File: src/rtl/adll_pkg.sv
// ----------------------------------------------------------------------------
// adll_pkg
// Shared types, constants and the microcode ROM of the array doubly linked
// list.
// ----------------------------------------------------------------------------
package adll_pkg;

  // Store geometry: node slots 1..MAX_NODES, 0 is the left end and
  // MAX_NODES+1 the right end.
  localparam int MAX_NODES = 1024;
  localparam int AW        = $clog2(MAX_NODES);
  localparam int HW        = $clog2(MAX_NODES + 2);
  localparam int VW        = 32;

  typedef logic [HW-1:0] hdl_t;

  localparam hdl_t LEFT_END  = hdl_t'(0);
  localparam hdl_t RIGHT_END = hdl_t'(MAX_NODES + 1);
  localparam hdl_t MAX_HDL   = hdl_t'(MAX_NODES);

  typedef enum logic [2:0] {
    OP_PUSHL = 3'd0,
    OP_PUSHR = 3'd1,
    OP_DEL   = 3'd2,
    OP_INSL  = 3'd3,
    OP_INSR  = 3'd4,
    OP_WALK  = 3'd5
  } op_t;

  typedef enum logic [1:0] {
    ST_OK   = 2'd0,
    ST_FULL = 2'd1,
    ST_BADH = 2'd2
  } st_t;

  // Microcode step addresses
  typedef enum logic [4:0] {
    S_PL   = 5'd0,
    S_PR   = 5'd1,
    S_DEL0 = 5'd2,
    S_DEL1 = 5'd3,
    S_DEL2 = 5'd4,
    S_IL0  = 5'd5,
    S_IL1  = 5'd6,
    S_IR0  = 5'd7,
    S_IR1  = 5'd8,
    S_LNK0 = 5'd9,
    S_LNK1 = 5'd10,
    S_WK0  = 5'd11,
    S_WK1  = 5'd12,
    S_WK2  = 5'd13,
    S_WK3  = 5'd14,
    S_WEND = 5'd15,
    S_FAIL = 5'd16
  } step_t;

  // Jump conditions
  typedef enum logic [1:0] {
    C_NONE = 2'd0,
    C_FAIL = 2'd1,
    C_END  = 2'd2
  } cond_t;

  // Neighbor register loads
  typedef enum logic [2:0] {
    AB_HOLD  = 3'd0,
    AB_PUSHL = 3'd1,
    AB_PUSHR = 3'd2,
    AB_INSL  = 3'd3,
    AB_INSR  = 3'd4,
    AB_DEL   = 3'd5,
    AB_WALK  = 3'd6
  } ab_t;

  // Neighbor link writes
  typedef enum logic [1:0] {
    NBR_NONE = 2'd0,
    NBR_INS  = 2'd1,
    NBR_DEL  = 2'd2
  } nbr_t;

  // Result formats
  typedef enum logic [2:0] {
    E_NONE  = 3'd0,
    E_PLAIN = 3'd1,
    E_INS   = 3'd2,
    E_WALK  = 3'd3,
    E_WEND  = 3'd4
  } emit_t;

  typedef struct packed {
    step_t nxt;
    step_t jmp;
    cond_t cond;
    logic  rd_link;
    logic  rd_val;
    logic  chk_h;
    logic  allow_zero;
    logic  chk_full;
    ab_t   ab;
    logic  wr_node;
    nbr_t  nbr;
    emit_t emit;
  } ucode_t;

  // Datapath status seen by the sequencer
  typedef struct packed {
    logic fail;
    logic at_end;
    logic out_free;
  } dp_flags_t;

  localparam ucode_t UC_NOP = '{
    nxt: S_FAIL, jmp: S_FAIL, cond: C_NONE, rd_link: 1'b0, rd_val: 1'b0,
    chk_h: 1'b0, allow_zero: 1'b0, chk_full: 1'b0, ab: AB_HOLD,
    wr_node: 1'b0, nbr: NBR_NONE, emit: E_NONE
  };

  // Entry point of each operation's program
  function automatic step_t entry(logic [2:0] opcode);
    step_t s;
    s = S_FAIL;
    unique case (op_t'(opcode))
      OP_PUSHL: s = S_PL;
      OP_PUSHR: s = S_PR;
      OP_DEL:   s = S_DEL0;
      OP_INSL:  s = S_IL0;
      OP_INSR:  s = S_IR0;
      OP_WALK:  s = S_WK0;
      default:  s = S_FAIL;
    endcase
    return s;
  endfunction

  // Control store
  function automatic ucode_t ucode(step_t s);
    ucode_t u;
    u = UC_NOP;
    unique case (s)
      S_PL: begin
        u.chk_full = 1'b1; u.ab = AB_PUSHL;
        u.cond = C_FAIL; u.jmp = S_FAIL; u.nxt = S_LNK0;
      end
      S_PR: begin
        u.chk_full = 1'b1; u.ab = AB_PUSHR;
        u.cond = C_FAIL; u.jmp = S_FAIL; u.nxt = S_LNK0;
      end
      S_DEL0: begin
        u.rd_link = 1'b1; u.nxt = S_DEL1;
      end
      S_DEL1: begin
        u.chk_h = 1'b1; u.ab = AB_DEL;
        u.cond = C_FAIL; u.jmp = S_FAIL; u.nxt = S_DEL2;
      end
      S_DEL2: begin
        u.nbr = NBR_DEL; u.emit = E_PLAIN;
      end
      S_IL0: begin
        u.rd_link = 1'b1; u.nxt = S_IL1;
      end
      S_IL1: begin
        u.chk_h = 1'b1; u.chk_full = 1'b1; u.ab = AB_INSL;
        u.cond = C_FAIL; u.jmp = S_FAIL; u.nxt = S_LNK0;
      end
      S_IR0: begin
        u.rd_link = 1'b1; u.nxt = S_IR1;
      end
      S_IR1: begin
        u.chk_h = 1'b1; u.chk_full = 1'b1; u.ab = AB_INSR;
        u.cond = C_FAIL; u.jmp = S_FAIL; u.nxt = S_LNK0;
      end
      S_LNK0: begin
        u.wr_node = 1'b1; u.nxt = S_LNK1;
      end
      S_LNK1: begin
        u.nbr = NBR_INS; u.emit = E_INS;
      end
      S_WK0: begin
        u.rd_link = 1'b1; u.nxt = S_WK1;
      end
      S_WK1: begin
        u.chk_h = 1'b1; u.allow_zero = 1'b1; u.ab = AB_WALK;
        u.cond = C_FAIL; u.jmp = S_FAIL; u.nxt = S_WK2;
      end
      S_WK2: begin
        u.rd_val = 1'b1; u.cond = C_END; u.jmp = S_WEND; u.nxt = S_WK3;
      end
      S_WK3:   u.emit = E_WALK;
      S_WEND:  u.emit = E_WEND;
      S_FAIL:  u.emit = E_PLAIN;
      default: u.emit = E_PLAIN;
    endcase
    return u;
  endfunction

endpackage

File: src/rtl/adll_seq.sv
// ----------------------------------------------------------------------------
// adll_seq
// Step counter and control store: dispatches on the opcode and walks the
// operation's program, one control word per cycle unless a result stalls.
// ----------------------------------------------------------------------------
module adll_seq (
  input  logic                clk,
  input  logic                rst,
  input  logic                start,
  input  logic [2:0]          opcode,
  input  adll_pkg::dp_flags_t flags,
  output logic                busy,
  output logic                fire,
  output adll_pkg::ucode_t    ctl
);

  adll_pkg::step_t step;
  logic            taken;
  logic            emits;

  // Fetch the control word
  always_comb begin
    ctl = busy ? adll_pkg::ucode(step) : adll_pkg::UC_NOP;
  end

  assign emits = ctl.emit != adll_pkg::E_NONE;

  // Hold a result step until the output register frees up
  assign fire = busy & (~emits | flags.out_free);

  // Evaluate the jump condition
  always_comb begin
    case (ctl.cond)
      adll_pkg::C_FAIL: taken = flags.fail;
      adll_pkg::C_END:  taken = flags.at_end;
      default:          taken = 1'b0;
    endcase
  end

  // Advance the step counter
  always_ff @(posedge clk) begin
    if (rst) begin
      busy <= 1'b0;
      step <= adll_pkg::S_FAIL;
    end else if (start) begin
      busy <= 1'b1;
      step <= adll_pkg::entry(opcode);
    end else if (fire) begin
      if (emits) begin
        busy <= 1'b0;
      end else begin
        step <= taken ? ctl.jmp : ctl.nxt;
      end
    end
  end

endmodule

File: config.mk
export PLATFORM = sky130hd
export DESIGN_NAME = adll_seq
export DESIGN_NICKNAME = d
export VERILOG_FILES = /design/src/rtl/adll_pkg.sv /design/src/rtl/adll_seq.sv
export SDC_FILE = /design/constraint.sdc
export NUM_CORES = 1
export LEC_CHECK = 0
export BUFFER_PORTS_ARGS = -buffer_cell sky130_fd_sc_hd__buf_2
export CORE_UTILIZATION = 45
export CTS_CLUSTER_SIZE = 14
export DETAILED_ROUTE_END_ITERATION = 7
export PLACE_DENSITY_LB_ADDON = 0.12
export SYNTH_ARGS = -nofsm -noshare
export SYNTH_HDL_FRONTEND = slang
export SYNTH_SLANG_ARGS = --single-unit
File: constraint.sdc
create_clock -name clk -period 3.3 [get_ports clk]
set_input_delay 0.495 -clock clk [delete_from_list [all_inputs] [get_ports clk]]
set_output_delay 0.495 -clock clk [all_outputs]
set_load 0.05 [all_outputs]
======== Word level (Yosys, flattened, before mapping) ========
Index checks and enable logic that the tools add are counted.
Widths: inputs -> output; s select.
word-level totals
  input bits .............................. 9
  output and inout bits ................... 28
  register bits after elaboration ......... 6
cells by class
  equality and inequality tests ........... 23
  reductions and logical operators ........ 12
  mux-type cells .......................... 21
  bitwise logic cells ..................... 3
operators with widths
  cell                count
  $pmux 5 s9          1
  $eq 5x4->1 const B  8
  $pmux 5 s6          1
  $mux 26             1
  $eq 5x3->1 const B  4
  $mux 5              4
  $pmux 3 s6          1
  $pmux 7 s2          1
  $pmux 3 s4          1
  $reduce_or 12->1    1
  $reduce_or 4->1     3
  $eq 5x2->1 const B  2
  $mux 1              9
  $eq 3x2->1 const B  2
  $eq 3x3->1 const B  2
  $reduce_or 6->1     1
  $eq 5x1->1 const B  1
  $logic_not 5->1     1
  $pmux 2 s2          1
  $reduce_and 2->1    2
  $reduce_bool 2->1   2
  $eq 3x1->1 const B  1
  $logic_not 3->1     1
  $reduce_bool 3->1   1
  other kinds (7)     7

======== Longest topological paths before layout ========
  depth after elaboration ................. 10
  depth in mapped cells ................... 11
  gate-level depth less buffers ........... 9

======== Worst setup path after synthesis ========
No wires, ideal clock.
  path type ............................... register to output
  start ................................... reg busy
  end ..................................... out ctl[5] in the netlist's numbering
  setup slack ............................. 0.284 ns
  cell stages (with the launch flop) ...... 4
  buffers on the path ..................... 1
  arrival time ............................ 2.521 ns
  cells stage by stage .................... dfxtp_1 nand2b_1 clkbuf_1 nor4_1
RTL lines
  element                 line            source
  from (decl)             adll_seq.sv:12  output logic busy,
  from (signal assigned)  adll_seq.sv:43  busy <= 1'b0;
  from (signal assigned)  adll_seq.sv:46  busy <= 1'b1;
  from (signal assigned)  adll_seq.sv:50  busy <= 1'b0;
  to (decl)               adll_seq.sv:14  output adll_pkg::ucode_t ctl

======== Worst setup path in the final report ========
  start ................................... reg step[1]
  end ..................................... reg step[3]
between the ends
  cells in the longest elaborated chain, start to end .. 10
ends and longest elaborated chain
  element                                                               line                            source
  from (decl)                                                           adll_seq.sv:17                  adll_pkg::step_t step;
  from (signal assigned)                                                adll_seq.sv:44                  step <= adll_pkg::S_FAIL;
  from (signal assigned)                                                adll_seq.sv:47                  step <= adll_pkg::entry(opcode);
  from (signal assigned)                                                adll_seq.sv:52                  step <= taken ? ctl.jmp : ctl.nxt;
  $eq 5x4->1 (tied with other cells)                                    adll_pkg.sv:139                 unique case (s)
  $reduce_or 6->1 (no line) / $reduce_or 12->1 (equally long branches)  n/a
  $pmux 7 s2 / $pmux 3 s4 (equally long branches)                       adll_pkg.sv:139
  $mux 26 *                                                             adll_seq.sv:23                  ctl = busy ? adll_pkg::ucode(step) : adll_pkg::UC_NOP;
  $eq 2x2->1 (tied with other cells)                                    adll_seq.sv:33                  case (ctl.cond)
  $pmux 1 s2 / $not 1->1 (equally long branches)                        adll_seq.sv:33, adll_seq.sv:29
  $mux 5 / $or 1x1->1 (equally long branches)                           adll_seq.sv:52, adll_seq.sv:29
  $mux 5 / $and 1x1->1 (equally long branches)                          adll_seq.sv:49, adll_seq.sv:29
  $mux 5 / $reduce_bool 2->1 (equally long branches)                    n/a
  $mux 5 / $reduce_and 2->1 (equally long branches)                     n/a
Every way passes the cells marked *; elsewhere a longest branch is shown, timed or not. The select of a mux whose other input is x is not followed.
A chain may end at the register's enable or synchronous reset.

==> results.py <==
metrics = {
    "power_and_ir_drop": {
        "power.internal_mw": 0.155,
        "power_frac_seq_pct": 35.6,
        "comb_power_share_pct": 38.9,
        "p_leak_nw": 0.476,
        "switching_share_pct": 40.2,
        "ir_worst_vdd_mv": 0.182,
        "p_sw_mw": 0.104,
        "p_per_area_mw_per_mm2": 249,
        "p_clk_share_pct": 25.5,
    },
    "synthesis": {
        "synth_ff_type": "dfxtp_1",
        "yosysSeqAreaShare_pct": 13.6,
        "synth_top_area_cell": "dfxtp_1",
        "synthArstFlopShare_pct": 0,
        "syn_area_per_cell_um2": 6.94,
        "yosys_warnings": 0,
        "synthCells": 127,
        "syn-cell-area_um2": 881,
        "synth.net_count": 138,
        "synth.area.top_cells": "dfxtp_1 (14%), nand2b_1 (5.7%), nand2_1 (4.7%)",
        "synth_top_area_share_pct": 13.6,
        "synth_seq_cells": 6,
        "synth_cell_types": 44,
        "synth-edff-count": 0,
    },
    "placed_design": {
        "portBuffers": 36,
        "gp_congestion": 0.866,
        "dp_hpwl_mm": 1.71,
        "place_ws_ns": 0.625,
        "post_dp_cell_area_mm2": 0.00102,
    },
    "layout": {
        "fin_area_mm2": 0.00104,
        "diodes": 0,
        "areaGrowthSynthToFinish_pct": 18.5,
        "seq_area_um2": 120,
        "fill_cells": 172,
        "fin_nets": 165,
        "final_layout_size_suffix_gt1_share_pct": 32.2,
        "multi_input_area_um2": 663,
    },
    "timing": {
        "hold_viol_final": 0,
        "rsz0062_at_grt": "no",
        "timing.fmax_mhz": 372,
        "worst_slew_pin_slew_ns": 0.558,
        "fin_crit_sh_pct": 81.4,
        "setup_slack_ns": 0.615,
        "relSlewSlack_pct": 62.8,
        "fin_tns_setup_ns": 0,
        "setup-violations-final": 0,
        "final-max-slew-violation-count": 0,
        "fin_crit_ns": 2.69,
        "fin_skew_ns": 0.000842,
    },
    "drt": {
        "wl_mm": 2.18,
        "viasPerCell": 5.71,
        "drtPass1Iterations": 4,
        "avgRoutedWirePerCell_um": 12.3,
        "drtAntennaViolNets": 0,
        "route.detailed.drc": 0,
        "drt_iter0_markers": 32,
        "num_vias": 1011,
    },
    "min_path": {
        "hp-start": "rst",
        "hold_class": "primary input to flip-flop",
        "holdPathEnd": "busy",
        "whs_path_depth": 2,
    },
    "worst_setup_path": {
        "cp-end-kind": "flip-flop",
        "timing.rr.end": "step[3]",
        "crit_start": "step[1]",
        "start_kind": "flip-flop",
        "cp_max_fo": 20,
        "rrSetupSlack_ns": 0.61,
        "reg2regPathDepth": 7,
        "crit_required_ns": 3.43,
        "path_class": "flip-flop to flip-flop",
        "r2r-start": "step[1]",
        "cp.arrival_ns": 2.82,
    },
    "grt": {
        "antenna_found_initial": 0,
        "grt_usage_pct": 22.6,
        "grt_pass1_wl_mm": 3.55,
        "grt_max_degree": 21,
        "grt_overflow": 0,
        "grt_pass1_vias": 833,
    },
    "clock_tree": {
        "post-cts-setup-buffers": 0,
        "clk_latency_ns": 0.24,
        "numCtsBuffers": 3,
        "cts.clk_slew.worst_paths_ns": 0.04,
        "cts_resized": 0,
        "clockRootBuffer": "clkbuf_4",
        "cts-htree-levels": 1,
        "clock_sinks": 6,
        "holdBufCountCts": 0,
        "cts_max_path_buffers": 2,
        "cts_tree": "yes",
    },
    "die": {
        "die_w_um": 46.2,
        "start_util_pct": 49.4,
        "core_mm2": 0.00178,
        "ios": 37,
        "die-area_mm2": 0.00214,
        "num_rows": 15,
        "die_y_um": 46.2,
    },
    "run_status": {
        "status": "finished clean",
    },
    "run": {
        "maxCapViolations": 0,
    },
}
[power by group through the flow]
stage	clock (mW)	sequential [mW]	combinational, mW
3_3_place_gp	0	0.0933	0.100
6_report	0.0661	0.0925	0.101
3_5_place_dp	0	0.0935	0.101
5_1_grt	0.0732	0.0943	0.111
2_1_floorplan	0	0.0870	0.0836
4_1_cts	0.0676	0.0921	0.101
[metrics by stage]
step | util (%) | hold slack (ns) | total power, mW | instances
floorplan | - | 0.575 | 0.171 | 127
global placement | 57.3 | 0.592 | 0.194 | 174
detailed placement | 57.3 | 0.574 | 0.194 | 174
CTS | 58.5 | 0.517 | 0.261 | 177
global route | 58.5 | 0.540 | 0.278 | 177
finish | 58.5 | 0.526 | 0.260 | 177
[placed cells by master (no fill, tap or decap), types with 2 or more instances in the layout]
master	Yosys	routed
buf_2	3	36
nand2_1	11	11
nor2_1	10	10
nand2b_1	8	8
a21oi_1	8	8
dfxtp_1	6	6
inv_1	5	5
nor2b_1	5	5
nor3_1	5	5
o21ai_0	5	5
and2_1	4	4
or2_2	3	3
nand3b_1	3	3
a311o_1	3	3
clkbuf_4	0	3
o22ai_1	2	2
mux2_2	2	2
or3b_2	2	2
o21a_1	2	2
a2bb2oi_1	2	2
nand3_1	2	2
nor4_1	2	2
a22oi_1	2	2
ha_1	2	2
[critical path, stage by stage, from the launching register on]
cell	delay (ns)
dfxtp_1	0.66
nor2b_1	0.36
o32ai_1	0.13
and2_1	0.21
ha_1	0.28
or2_2	0.35
a311o_1	0.37
o211a_1	0.21
[sequential cells by signal, indices dropped and copies added (netlist names)]
name and flops:
step 5, busy 1
[cell families (layout without fill, tap and decap cells)]
group	Yosys count	count (layout)	synth area share [%]
xor gates and xnor gates	1	1	0.994
DFF	6	6	13.6
and+or+nand+nor	60	60	37.9
muxes	3	3	3.69
adders and majority gates	2	2	2.84
buffers and inverters	20	45	11.1
AOI/OAI and AO/OA	35	35	29.8
[synth_stat cells (all sizes together) (2+ instances only)]
library cell  number
buf               10
a2bb2oi            2
or2                3
nor4               2
nor2b              5
nand2             11
dfxtp              6
clkbuf             5
inv                5
nand3b             3
o21ai              6
ha                 2
o21a               2
or3b               2
a311o              3
and2               4
a21oi              8
nor2              10
a22oi              2
o22ai              2
nand3              2
mux2               2
nand2b             8
nor3               5
[worst max-delay path by stage]
stage	end	slack [ns]	cells past startpoint
after floorplan	ctl[5]	0.28	3
after global placement	step[3]	0.70	8
after detailed placement	step[3]	0.63	7
after CTS	step[3]	0.62	8
after global routing	step[3]	0.42	8
final	step[3]	0.61	7
[layer usage]
metal / share of wire [%] / vias to the layer above / wire (um) / global-route usage, %
li1: - / 512 / - / -
met5: 0 / - / 0 / 0
met4: 0.37 / 0 / 8 / 7.06
met2: 47 / 38 / 1030 / 36.9
met1: 47 / 459 / 1030 / 29.7
met3: 5.3 / 2 / 115 / 4.31
[final cells by class]
type | count | share of cell area (%)
multi-input combinational | 101 | 63.5
sequential | 6 | 11.5
timing repair buffer | 37 | 18.0
inverter | 5 | 1.80
clock buffer | 3 | 2.16
tap | 25 | 3.00
No activity file was read; power rests on OpenSTA's default activity.
